File: src/rtl/sda_pkg.sv
// ----------------------------------------------------------------------------
// sda_pkg
// Shared types and constants for the SPH density accumulator: sequencer
// steps, register indexes, reset values and the command/status structs.
// ----------------------------------------------------------------------------
package sda_pkg;

   localparam int CSR_INDEX_W = 2;
   localparam int CSR_DATA_W  = 40;
   localparam int RADIUS_W    = 40;
   localparam int FACTOR_W    = 32;
   localparam int DENSITY_W   = 32;
   localparam int MUL_W       = 32;
   localparam int PROD_W      = 2 * MUL_W;
   localparam int UNIT_W      = 31;
   localparam int RATIO_LO_W  = 36;
   localparam int RATIO_W     = 45;

   localparam logic [RADIUS_W-1:0] RADIUS_SQ_RESET     = 40'd171798692;
   localparam logic [FACTOR_W-1:0] INV_RADIUS_SQ_RESET = 32'd1677721600;
   localparam logic [FACTOR_W-1:0] KERNEL_COEF_RESET   = 32'd128356352;
   localparam logic [UNIT_W-1:0]   RATIO_ONE           = 31'h4000_0000;

   typedef enum logic [CSR_INDEX_W-1:0] {
      REG_RADIUS_SQ     = 2'd0,
      REG_INV_RADIUS_SQ = 2'd1,
      REG_KERNEL_COEF   = 2'd2
   } reg_index_type;

   typedef enum logic [3:0] {
      ST_IDLE,
      ST_SQ_X,
      ST_SQ_Y,
      ST_SQ_Z,
      ST_SQ_SUM,
      ST_RAT_LO,
      ST_RAT_HI,
      ST_RAT_SUM,
      ST_CUBE_2,
      ST_CUBE_3,
      ST_SCALE,
      ST_ACCUM
   } step_type;

   typedef struct packed {
      step_type step;
      logic     capture;
      logic     accum;
   } dp_cmd_type;

   typedef struct packed {
      logic last;
      logic out_busy;
   } dp_status_type;

endpackage

File: src/rtl/sda_ctrl.sv
// ----------------------------------------------------------------------------
// sda_ctrl
// Sequencer for one neighbor pair: squares, ratio, cube, scale, accumulate.
// ----------------------------------------------------------------------------
module sda_ctrl (
   input  logic                  clock,
   input  logic                  reset,
   input  logic                  req_tvalid,
   output logic                  req_tready,
   output sda_pkg::dp_cmd_type   cmd,
   input  sda_pkg::dp_status_type status
);
   import sda_pkg::*;

   step_type state_ff;
   step_type state_in;

   always_ff @(posedge clock) begin
      if (reset) begin
         state_ff <= ST_IDLE;
      end else begin
         state_ff <= state_in;
      end
   end

   always_comb begin
      state_in    = state_ff;
      req_tready  = 1'b0;
      cmd.step    = state_ff;
      cmd.capture = 1'b0;
      cmd.accum   = 1'b0;
      unique case (state_ff)
         ST_IDLE: begin
            req_tready = 1'b1;
            if (req_tvalid) begin
               cmd.capture = 1'b1;
               state_in    = ST_SQ_X;
            end
         end
         ST_SQ_X:    state_in = ST_SQ_Y;
         ST_SQ_Y:    state_in = ST_SQ_Z;
         ST_SQ_Z:    state_in = ST_SQ_SUM;
         ST_SQ_SUM:  state_in = ST_RAT_LO;
         ST_RAT_LO:  state_in = ST_RAT_HI;
         ST_RAT_HI:  state_in = ST_RAT_SUM;
         ST_RAT_SUM: state_in = ST_CUBE_2;
         ST_CUBE_2:  state_in = ST_CUBE_3;
         ST_CUBE_3:  state_in = ST_SCALE;
         ST_SCALE:   state_in = ST_ACCUM;
         ST_ACCUM: begin
            // hold a final pair while a finished word still waits in the output register
            if (!(status.last && status.out_busy)) begin
               cmd.accum = 1'b1;
               state_in  = ST_IDLE;
            end
         end
         default: state_in = ST_IDLE;
      endcase
   end

endmodule

File: src/rtl/sda_datapath.sv
// ----------------------------------------------------------------------------
// sda_datapath
// Shared 32x32 multiplier with product register, squared distance, kernel
// ratio and cube, saturating density sum, output register and settings.
// ----------------------------------------------------------------------------
module sda_datapath #(
   parameter int OFFSET_WIDTH = 20
) (
   input  logic                               clock,
   input  logic                               reset,
   input  sda_pkg::dp_cmd_type                cmd,
   output sda_pkg::dp_status_type             status,
   input  logic [OFFSET_WIDTH-1:0]            offset_x,
   input  logic [OFFSET_WIDTH-1:0]            offset_y,
   input  logic [OFFSET_WIDTH-1:0]            offset_z,
   input  logic                               last_neighbor,
   input  logic                               csr_we,
   input  logic [sda_pkg::CSR_INDEX_W-1:0]    csr_index,
   input  logic [sda_pkg::CSR_DATA_W-1:0]     csr_wdata,
   output logic                               rsp_tvalid,
   input  logic                               rsp_tready,
   output logic [sda_pkg::DENSITY_W-1:0]      rsp_density,
   output logic                               rsp_saturated
);
   import sda_pkg::*;

   localparam int D2W  = 2 * OFFSET_WIDTH;
   localparam int EXTW = (D2W > RADIUS_W) ? D2W : RADIUS_W;

   function automatic logic [OFFSET_WIDTH-1:0] magnitude(input logic [OFFSET_WIDTH-1:0] v);
      logic [OFFSET_WIDTH-1:0] neg;
      neg = (~v) + OFFSET_WIDTH'(1);
      return v[OFFSET_WIDTH-1] ? neg : v;
   endfunction

   // settings
   logic [RADIUS_W-1:0]   radius_sq_ff;
   logic [FACTOR_W-1:0]   inv_radius_sq_ff;
   logic [FACTOR_W-1:0]   kernel_coef_ff;

   // working registers
   logic [OFFSET_WIDTH-1:0] ax_ff, ay_ff, az_ff;
   logic                    last_ff;
   logic [D2W-1:0]          d2_ff;
   logic                    far_ff;
   logic [RATIO_LO_W-1:0]   ratio_lo_ff;
   logic [UNIT_W-1:0]       unit_ff;
   logic [PROD_W-1:0]       prod_ff;
   logic [DENSITY_W-1:0]    sum_ff;
   logic                    overflow_ff;
   logic                    rsp_valid_ff;
   logic [DENSITY_W-1:0]    rsp_density_ff;
   logic                    rsp_sat_ff;

   logic [MUL_W-1:0]     mul_a, mul_b;
   logic [PROD_W-1:0]    prod_in;
   logic [EXTW-1:0]      d2_ext;
   logic [RATIO_W-1:0]   ratio;
   logic [UNIT_W-1:0]    unit_in;
   logic [DENSITY_W-1:0] term;
   logic [DENSITY_W:0]   sum_wide;
   logic [DENSITY_W-1:0] sum_clamped;
   logic                 overflow_in;

   assign d2_ext = EXTW'(d2_ff);

   always_comb begin
      mul_a = '0;
      mul_b = '0;
      unique case (cmd.step)
         ST_SQ_X: begin
            mul_a = MUL_W'(ax_ff);
            mul_b = MUL_W'(ax_ff);
         end
         ST_SQ_Y: begin
            mul_a = MUL_W'(ay_ff);
            mul_b = MUL_W'(ay_ff);
         end
         ST_SQ_Z: begin
            mul_a = MUL_W'(az_ff);
            mul_b = MUL_W'(az_ff);
         end
         ST_RAT_LO: begin
            mul_a = d2_ext[31:0];
            mul_b = inv_radius_sq_ff;
         end
         ST_RAT_HI: begin
            mul_a = MUL_W'(d2_ext[39:32]);
            mul_b = inv_radius_sq_ff;
         end
         ST_CUBE_2: begin
            mul_a = MUL_W'(unit_ff);
            mul_b = MUL_W'(unit_ff);
         end
         ST_CUBE_3: begin
            mul_a = MUL_W'(prod_ff[60:30]);
            mul_b = MUL_W'(unit_ff);
         end
         ST_SCALE: begin
            mul_a = kernel_coef_ff;
            mul_b = MUL_W'(prod_ff[60:30]);
         end
         default: begin
            mul_a = '0;
            mul_b = '0;
         end
      endcase
   end

   assign prod_in = PROD_W'(mul_a) * PROD_W'(mul_b);

   // ratio = (d2 * inv) >> 28 from the low and high partial products
   assign ratio   = {1'b0, prod_ff[39:0], 4'b0000} + RATIO_W'(ratio_lo_ff);
   assign unit_in = (ratio > RATIO_W'(RATIO_ONE)) ? '0 : (RATIO_ONE - ratio[UNIT_W-1:0]);

   assign term        = far_ff ? '0 : prod_ff[61:30];
   assign sum_wide    = {1'b0, sum_ff} + {1'b0, term};
   assign sum_clamped = sum_wide[DENSITY_W] ? '1 : sum_wide[DENSITY_W-1:0];
   assign overflow_in = overflow_ff | sum_wide[DENSITY_W];

   always_ff @(posedge clock) begin
      if (reset) begin
         radius_sq_ff     <= RADIUS_SQ_RESET;
         inv_radius_sq_ff <= INV_RADIUS_SQ_RESET;
         kernel_coef_ff   <= KERNEL_COEF_RESET;
      end else if (csr_we) begin
         case (csr_index)
            REG_RADIUS_SQ:     radius_sq_ff     <= csr_wdata[RADIUS_W-1:0];
            REG_INV_RADIUS_SQ: inv_radius_sq_ff <= csr_wdata[FACTOR_W-1:0];
            REG_KERNEL_COEF:   kernel_coef_ff   <= csr_wdata[FACTOR_W-1:0];
            default: ;
         endcase
      end
   end

   always_ff @(posedge clock) begin
      if (cmd.capture) begin
         ax_ff   <= magnitude(offset_x);
         ay_ff   <= magnitude(offset_y);
         az_ff   <= magnitude(offset_z);
         last_ff <= last_neighbor;
      end
      // keep the scaled term while the accumulate step waits
      if (cmd.step != ST_ACCUM) begin
         prod_ff <= prod_in;
      end
      case (cmd.step)
         ST_SQ_Y:             d2_ff <= prod_ff[D2W-1:0];
         ST_SQ_Z, ST_SQ_SUM:  d2_ff <= d2_ff + prod_ff[D2W-1:0];
         ST_RAT_LO:           far_ff <= d2_ext > EXTW'(radius_sq_ff);
         ST_RAT_HI:           ratio_lo_ff <= prod_ff[63:28];
         ST_RAT_SUM:          unit_ff <= unit_in;
         default: ;
      endcase
      if (cmd.accum && last_ff) begin
         rsp_density_ff <= sum_clamped;
         rsp_sat_ff     <= overflow_in;
      end
   end

   always_ff @(posedge clock) begin
      if (reset) begin
         sum_ff       <= '0;
         overflow_ff  <= 1'b0;
         rsp_valid_ff <= 1'b0;
      end else begin
         if (cmd.accum) begin
            if (last_ff) begin
               sum_ff      <= '0;
               overflow_ff <= 1'b0;
            end else begin
               sum_ff      <= sum_clamped;
               overflow_ff <= overflow_in;
            end
         end
         if (cmd.accum && last_ff) begin
            rsp_valid_ff <= 1'b1;
         end else if (rsp_tready) begin
            rsp_valid_ff <= 1'b0;
         end
      end
   end

   assign status.last     = last_ff;
   assign status.out_busy = rsp_valid_ff & ~rsp_tready;

   assign rsp_tvalid    = rsp_valid_ff;
   assign rsp_density   = rsp_density_ff;
   assign rsp_saturated = rsp_sat_ff;

endmodule

File: src/rtl/sph_density_accumulator.sv
// ----------------------------------------------------------------------------
// sph_density_accumulator
// Poly6 kernel density sum over a stream of particle/neighbor displacements.
// ----------------------------------------------------------------------------
// Usage:
//   req channel: one word per neighbor pair, the three signed displacements
//   in tdata and the particle's final pair marked by tlast.
//   rsp channel: one word per particle, sent for each pair with tlast set:
//   the saturated density in tdata and the saturation flag in tuser.
//   csr port: write radius squared, its inverse and the mass/kernel factor
//   while no pair is in flight; a write to an unknown index is dropped.
// Timing:
//   A pair is accepted, then runs 11 sequencer steps; the multiply steps share
//   one 32x32 multiplier (three squares, two ratio partial products, two
//   cube products, one scale), and the last step adds into the running sum.
//   The final pair's accumulate step loads the density word into rsp.
// Reset:
//   Clears the sum, the saturation flag and the output valid flag and loads
//   the default kernel settings. req_tready is high right after reset.
// Stall:
//   The output register holds a word until taken; pairs keep flowing until
//   another final pair completes, which waits in its last step.
// ----------------------------------------------------------------------------
module sph_density_accumulator #(
   parameter int OFFSET_WIDTH = 20
) (
   input  logic                                   clock,
   input  logic                                   reset,
   input  logic                                   req_tvalid,
   output logic                                   req_tready,
   // offset_x, offset_y, offset_z, zero padding
   input  logic [((3*OFFSET_WIDTH+7)/8)*8-1:0]    req_tdata,
   input  logic                                   req_tlast,
   output logic                                   rsp_tvalid,
   input  logic                                   rsp_tready,
   // density
   output logic [sda_pkg::DENSITY_W-1:0]          rsp_tdata,
   // saturated
   output logic                                   rsp_tuser,
   input  logic                                   csr_we,
   input  logic [sda_pkg::CSR_INDEX_W-1:0]        csr_index,
   input  logic [sda_pkg::CSR_DATA_W-1:0]         csr_wdata
);
   import sda_pkg::*;

   dp_cmd_type    cmd;
   dp_status_type status;

   sda_ctrl u_ctrl (
      .clock      (clock),
      .reset      (reset),
      .req_tvalid (req_tvalid),
      .req_tready (req_tready),
      .cmd        (cmd),
      .status     (status)
   );

   sda_datapath #(
      .OFFSET_WIDTH (OFFSET_WIDTH)
   ) u_datapath (
      .clock         (clock),
      .reset         (reset),
      .cmd           (cmd),
      .status        (status),
      .offset_x      (req_tdata[OFFSET_WIDTH-1:0]),
      .offset_y      (req_tdata[2*OFFSET_WIDTH-1:OFFSET_WIDTH]),
      .offset_z      (req_tdata[3*OFFSET_WIDTH-1:2*OFFSET_WIDTH]),
      .last_neighbor (req_tlast),
      .csr_we        (csr_we),
      .csr_index     (csr_index),
      .csr_wdata     (csr_wdata),
      .rsp_tvalid    (rsp_tvalid),
      .rsp_tready    (rsp_tready),
      .rsp_density   (rsp_tdata),
      .rsp_saturated (rsp_tuser)
   );

endmodule

File: config.mk
export PLATFORM = sky130hd
export DESIGN_NAME = sph_density_accumulator
export DESIGN_NICKNAME = d
export VERILOG_FILES = /design/src/rtl/sda_pkg.sv /design/src/rtl/sda_ctrl.sv /design/src/rtl/sda_datapath.sv /design/src/rtl/sph_density_accumulator.sv
export SDC_FILE = /design/constraint.sdc
export NUM_CORES = 2
export LEC_CHECK = 0
export BUFFER_PORTS_ARGS = -buffer_cell sky130_fd_sc_hd__buf_4
export CORE_ASPECT_RATIO = 1.4
export CORE_MARGIN = 4
export CORE_UTILIZATION = 25
export CTS_BUF_LIST = sky130_fd_sc_hd__clkbuf_8 sky130_fd_sc_hd__clkbuf_16
export DETAILED_ROUTE_END_ITERATION = 12
export GPL_TIMING_DRIVEN = 0
export SLEW_MARGIN = 15
export SYNTH_ARGS = -nofsm -noshare
export SYNTH_HDL_FRONTEND = slang
export SYNTH_SLANG_ARGS = --single-unit
File: constraint.sdc
create_clock -name clock -period 11.9 [get_ports clock]
set_clock_uncertainty 0.1 [all_clocks]
set_input_delay 1.19 -clock clock [delete_from_list [all_inputs] [get_ports clock]]
set_output_delay 1.19 -clock clock [all_outputs]
set_load 0.1 [all_outputs]
==> results.md <==
* Status: finished, final reports clean
* Tcrit/Tclk final at 0.998
* Final Hold Viols at 0
* Cells after synthesis at 6468
* Area growth syn-to-layout at 12.9%
* Worst r2r path cells at 32
* Worst EP arrival at 12.12 ns
* CTS buffer count at 40
* RR Endpoint: u_datapath.prod_ff[60]
* Clk slew on worst S/H paths at 0.07 ns
* Async SR Flop Fraction at 0
* Crit-path max cell delay at 0.80 ns
* Worst Path Required at 12.15 ns
* CP startpoint kind: register
* Post-route minimum period at 11.87 ns
* Net count, final at 8110
* Clock root cell: clkbuf_16
* Max VDD drop at 0.0927 mV
* Htree depth at 2
* Worst Hold Launch: u_datapath.prod_ff[63]
* DIE AREA at 0.235 mm²
* Distinct cells, synth at 88
* Delay-heaviest family, CP: adder cells
* Yosys warning total at 0
* Clk Latency, worst-skew pair at 0.62 ns
* Final wirelength at 266000 µm
* Syn Nets at 7889
* Pre-Repair DR Iteration Count at 7
* Grt ovf at 0
* PwrDens at 105 mW/mm²
* Most used cell along the critical path: fa_1
* Commonest non-fill, non-tap cell in the layout: nand2_1
* Max Root-Sink Buffers at 3
* Wire per inst at 27.2 µm
* Mapped Avg Cell Area at 8.78 µm²
* Post-synth EDFFs at 266
* Seq/Total Area, Yosys at 0.191
* Slowest CP cell: clkbuf_1
* RSZ-0062 raised after global routing: yes
* Die Y at 572 µm
* Worst hold margin at 0.308 ns
* DP Wirelength at 223000 µm
* Initial core utilization at 0.252
* Maxcap violations at 0
* Final setup fails at 0
* Final Total Pwr at 6.75 mW
* Slew Limit Fails at 0
* Library cell with the largest summed area after synthesis: fa_1
* Core footprint at 0.226 mm²
* Worst-Margin Slew at 1.25 ns
* Vias per cell at 5.03
* CP Class: reg -> reg
* Commonest non-fill, non-tap cells in the layout: nand2_1, inv_1, fa_1, nor2_1, ha_1
* GRT Total Usage at 0.223
* Critical path capture point type: register
* First-pass GRT wire length at 372000 µm
* Synth top area cells: fa_1, edfxtp_1, ha_1
* DRT iter0 DRCs at 4543
* Remaining antenna violation count at 0
* Pin count of the biggest net entering global routing at 62
* Worst hold path stage count at 0
* Fill cells at 24002
* Fin worst setup slack at 0.0281 ns
* Levels on crit path at 32
* Normalized max-slew margin at 0.169
* Syn Std Cell Area at 0.0568 mm²
* Row cnt at 206
* RR Startpoint: u_ctrl.state_ff[1]
* Max Clk Rate at 84.2 MHz
* Antenna violations before repair at 19
* Ports at 147
* Vias at 49037
* Class of the worst hold path: reg -> reg
* FF+latch count, synth at 408
* Lkg Pwr at 28.5 nW
* Chip Width at 411 µm
* Critical Path Fanout Max at 10
* Worst path buffer plus inverter count at 8
* Share of layout cells above drive strength 1 at 0.0725
* Clock sink count at 408
* CTS tree: yes
* Top_reg_cell synth: edfxtp_1
* Hold path endpoint: u_datapath.ratio_lo_ff[35]
* Post-place setup slack at -2.94 ns
* Share of the synthesized area in the top cell type at 0.317
* # port buffers at 141
* R2r setup slk at 0.03 ns
* GP Congestion at 1.03
* DR DRC count at 0
* Vias in the first global route at 51514
## area by class of cell
type	instances	area [µm²]	share of cell area
inverter	1010	3790	0.0592
buffer	311	1370	0.0214
clock buffer	42	1030	0.0161
tap	3016	3770	0.0589
clock inverter	30	457	0.00713
sequential	408	10800	0.169
multi-input combinational	4714	41100	0.641
timing repair buffer	204	1680	0.0262
antenna	15	37.5	0.000586
## sequential cells by signal (all words and copies together) (netlist names)
signal,count
u_datapath.far_ff,1
u_datapath.inv_radius_sq_ff,32
u_datapath.rsp_density,32
u_datapath.unit_ff,31
u_datapath.radius_sq_ff,40
u_datapath.prod_ff,64
u_datapath.kernel_coef_ff,32
u_ctrl.state_ff,4
u_datapath.rsp_saturated,1
u_datapath.sum_ff,32
u_datapath.ratio_lo_ff,36
u_datapath.az_ff,20
u_datapath.rsp_tvalid,1
u_datapath.last_ff,1
u_datapath.ay_ff,20
u_datapath.d2_ext,40
u_datapath.ax_ff,20
u_datapath.overflow_ff,1
## report_power, final
| group | switching, mW | internal [mW] | total (mW) |
|---|---|---|---|
| clock | 0.630 | 0.871 | 1.50 |
| combinational | 2.21 | 1.10 | 3.31 |
| sequential | 0.271 | 1.67 | 1.94 |
| total | 3.11 | 3.64 | 6.75 |
## worst max-delay path by stage
| stage | start | endpoint | slack (ns) |
|---|---|---|---|
| after floorplan | u_ctrl.state_ff[2] | u_datapath.prod_ff[63] | 1.86 |
| after global placement | u_ctrl.state_ff[3] | u_datapath.prod_ff[62] | -3.67 |
| after detailed placement | u_ctrl.state_ff[3] | u_datapath.prod_ff[60] | -2.94 |
| after CTS | u_ctrl.state_ff[1] | u_datapath.prod_ff[60] | 0.0005 |
| after global routing | u_ctrl.state_ff[1] | u_datapath.prod_ff[60] | -0.11 |
| final | u_ctrl.state_ff[1] | u_datapath.prod_ff[60] | 0.03 |
## synthesized netlist by cell type (all sizes together), types with 9 or more instances
library cell / number
o21a: 35
edfxtp: 266
buf: 24
a21o: 89
o2111ai: 10
nand2b: 29
nand3: 63
o41ai: 17
a222oi: 20
inv: 1010
a31oi: 18
a211oi: 34
xor2: 71
xnor2: 139
fa: 899
o211ai: 26
nor3b: 10
nor2b: 55
o31ai: 28
nand4: 79
nand2: 1095
nor4: 22
ha: 410
or4: 12
or3: 19
o21ai: 170
and3: 23
a22oi: 53
or2: 26
and4: 47
o21bai: 27
dfxtp: 142
o22ai: 9
a21oi: 284
and2: 32
clkbuf: 313
nor3: 58
nor2: 687
## cells by family after synthesis
| kind of cell | after synthesis | share of synthesized area |
|---|---|---|
| muxes | 9 | 0.00161 |
| and+or+nand+nor | 2277 | 0.174 |
| adders and majority gates | 1309 | 0.407 |
| AOI/OAI and AO/OA | 908 | 0.104 |
| buffers and inverters | 1347 | 0.0894 |
| DFF | 408 | 0.191 |
| xor gates and xnor gates | 210 | 0.0324 |
## metal layers
metal,track usage,part of all wire,vias up
met5,0,0.00016,-
met4,0.216,0.12,6
met3,0.0290,0.059,831
met2,0.381,0.47,2259
met1,0.234,0.34,24728
li1,-,-,21213
## metrics by stage
stage	TNS, ns	utilization	cells	cell area [µm²]
final	0	0.284	9750	64100
after detailed placement	-49.41	0.275	9655	62000
after floorplan	0	-	6468	56800
after CTS	0	0.284	9734	63900
after global placement	-81.97	0.273	9625	61600
after global routing	-0.288	0.284	9741	64000
## timing repair
| action | CTS | global route |
|---|---|---|
| pin swaps | 19 | 6 |
| resized for setup | 145 | 54 |
| gates cloned | 0 | 1 |
| endpoints found under the setup margin | 35 | 14 |
| setup buffers | 30 | 3 |
| hold buffers | 0 | 0 |
(Power assumes the default switching activity.)
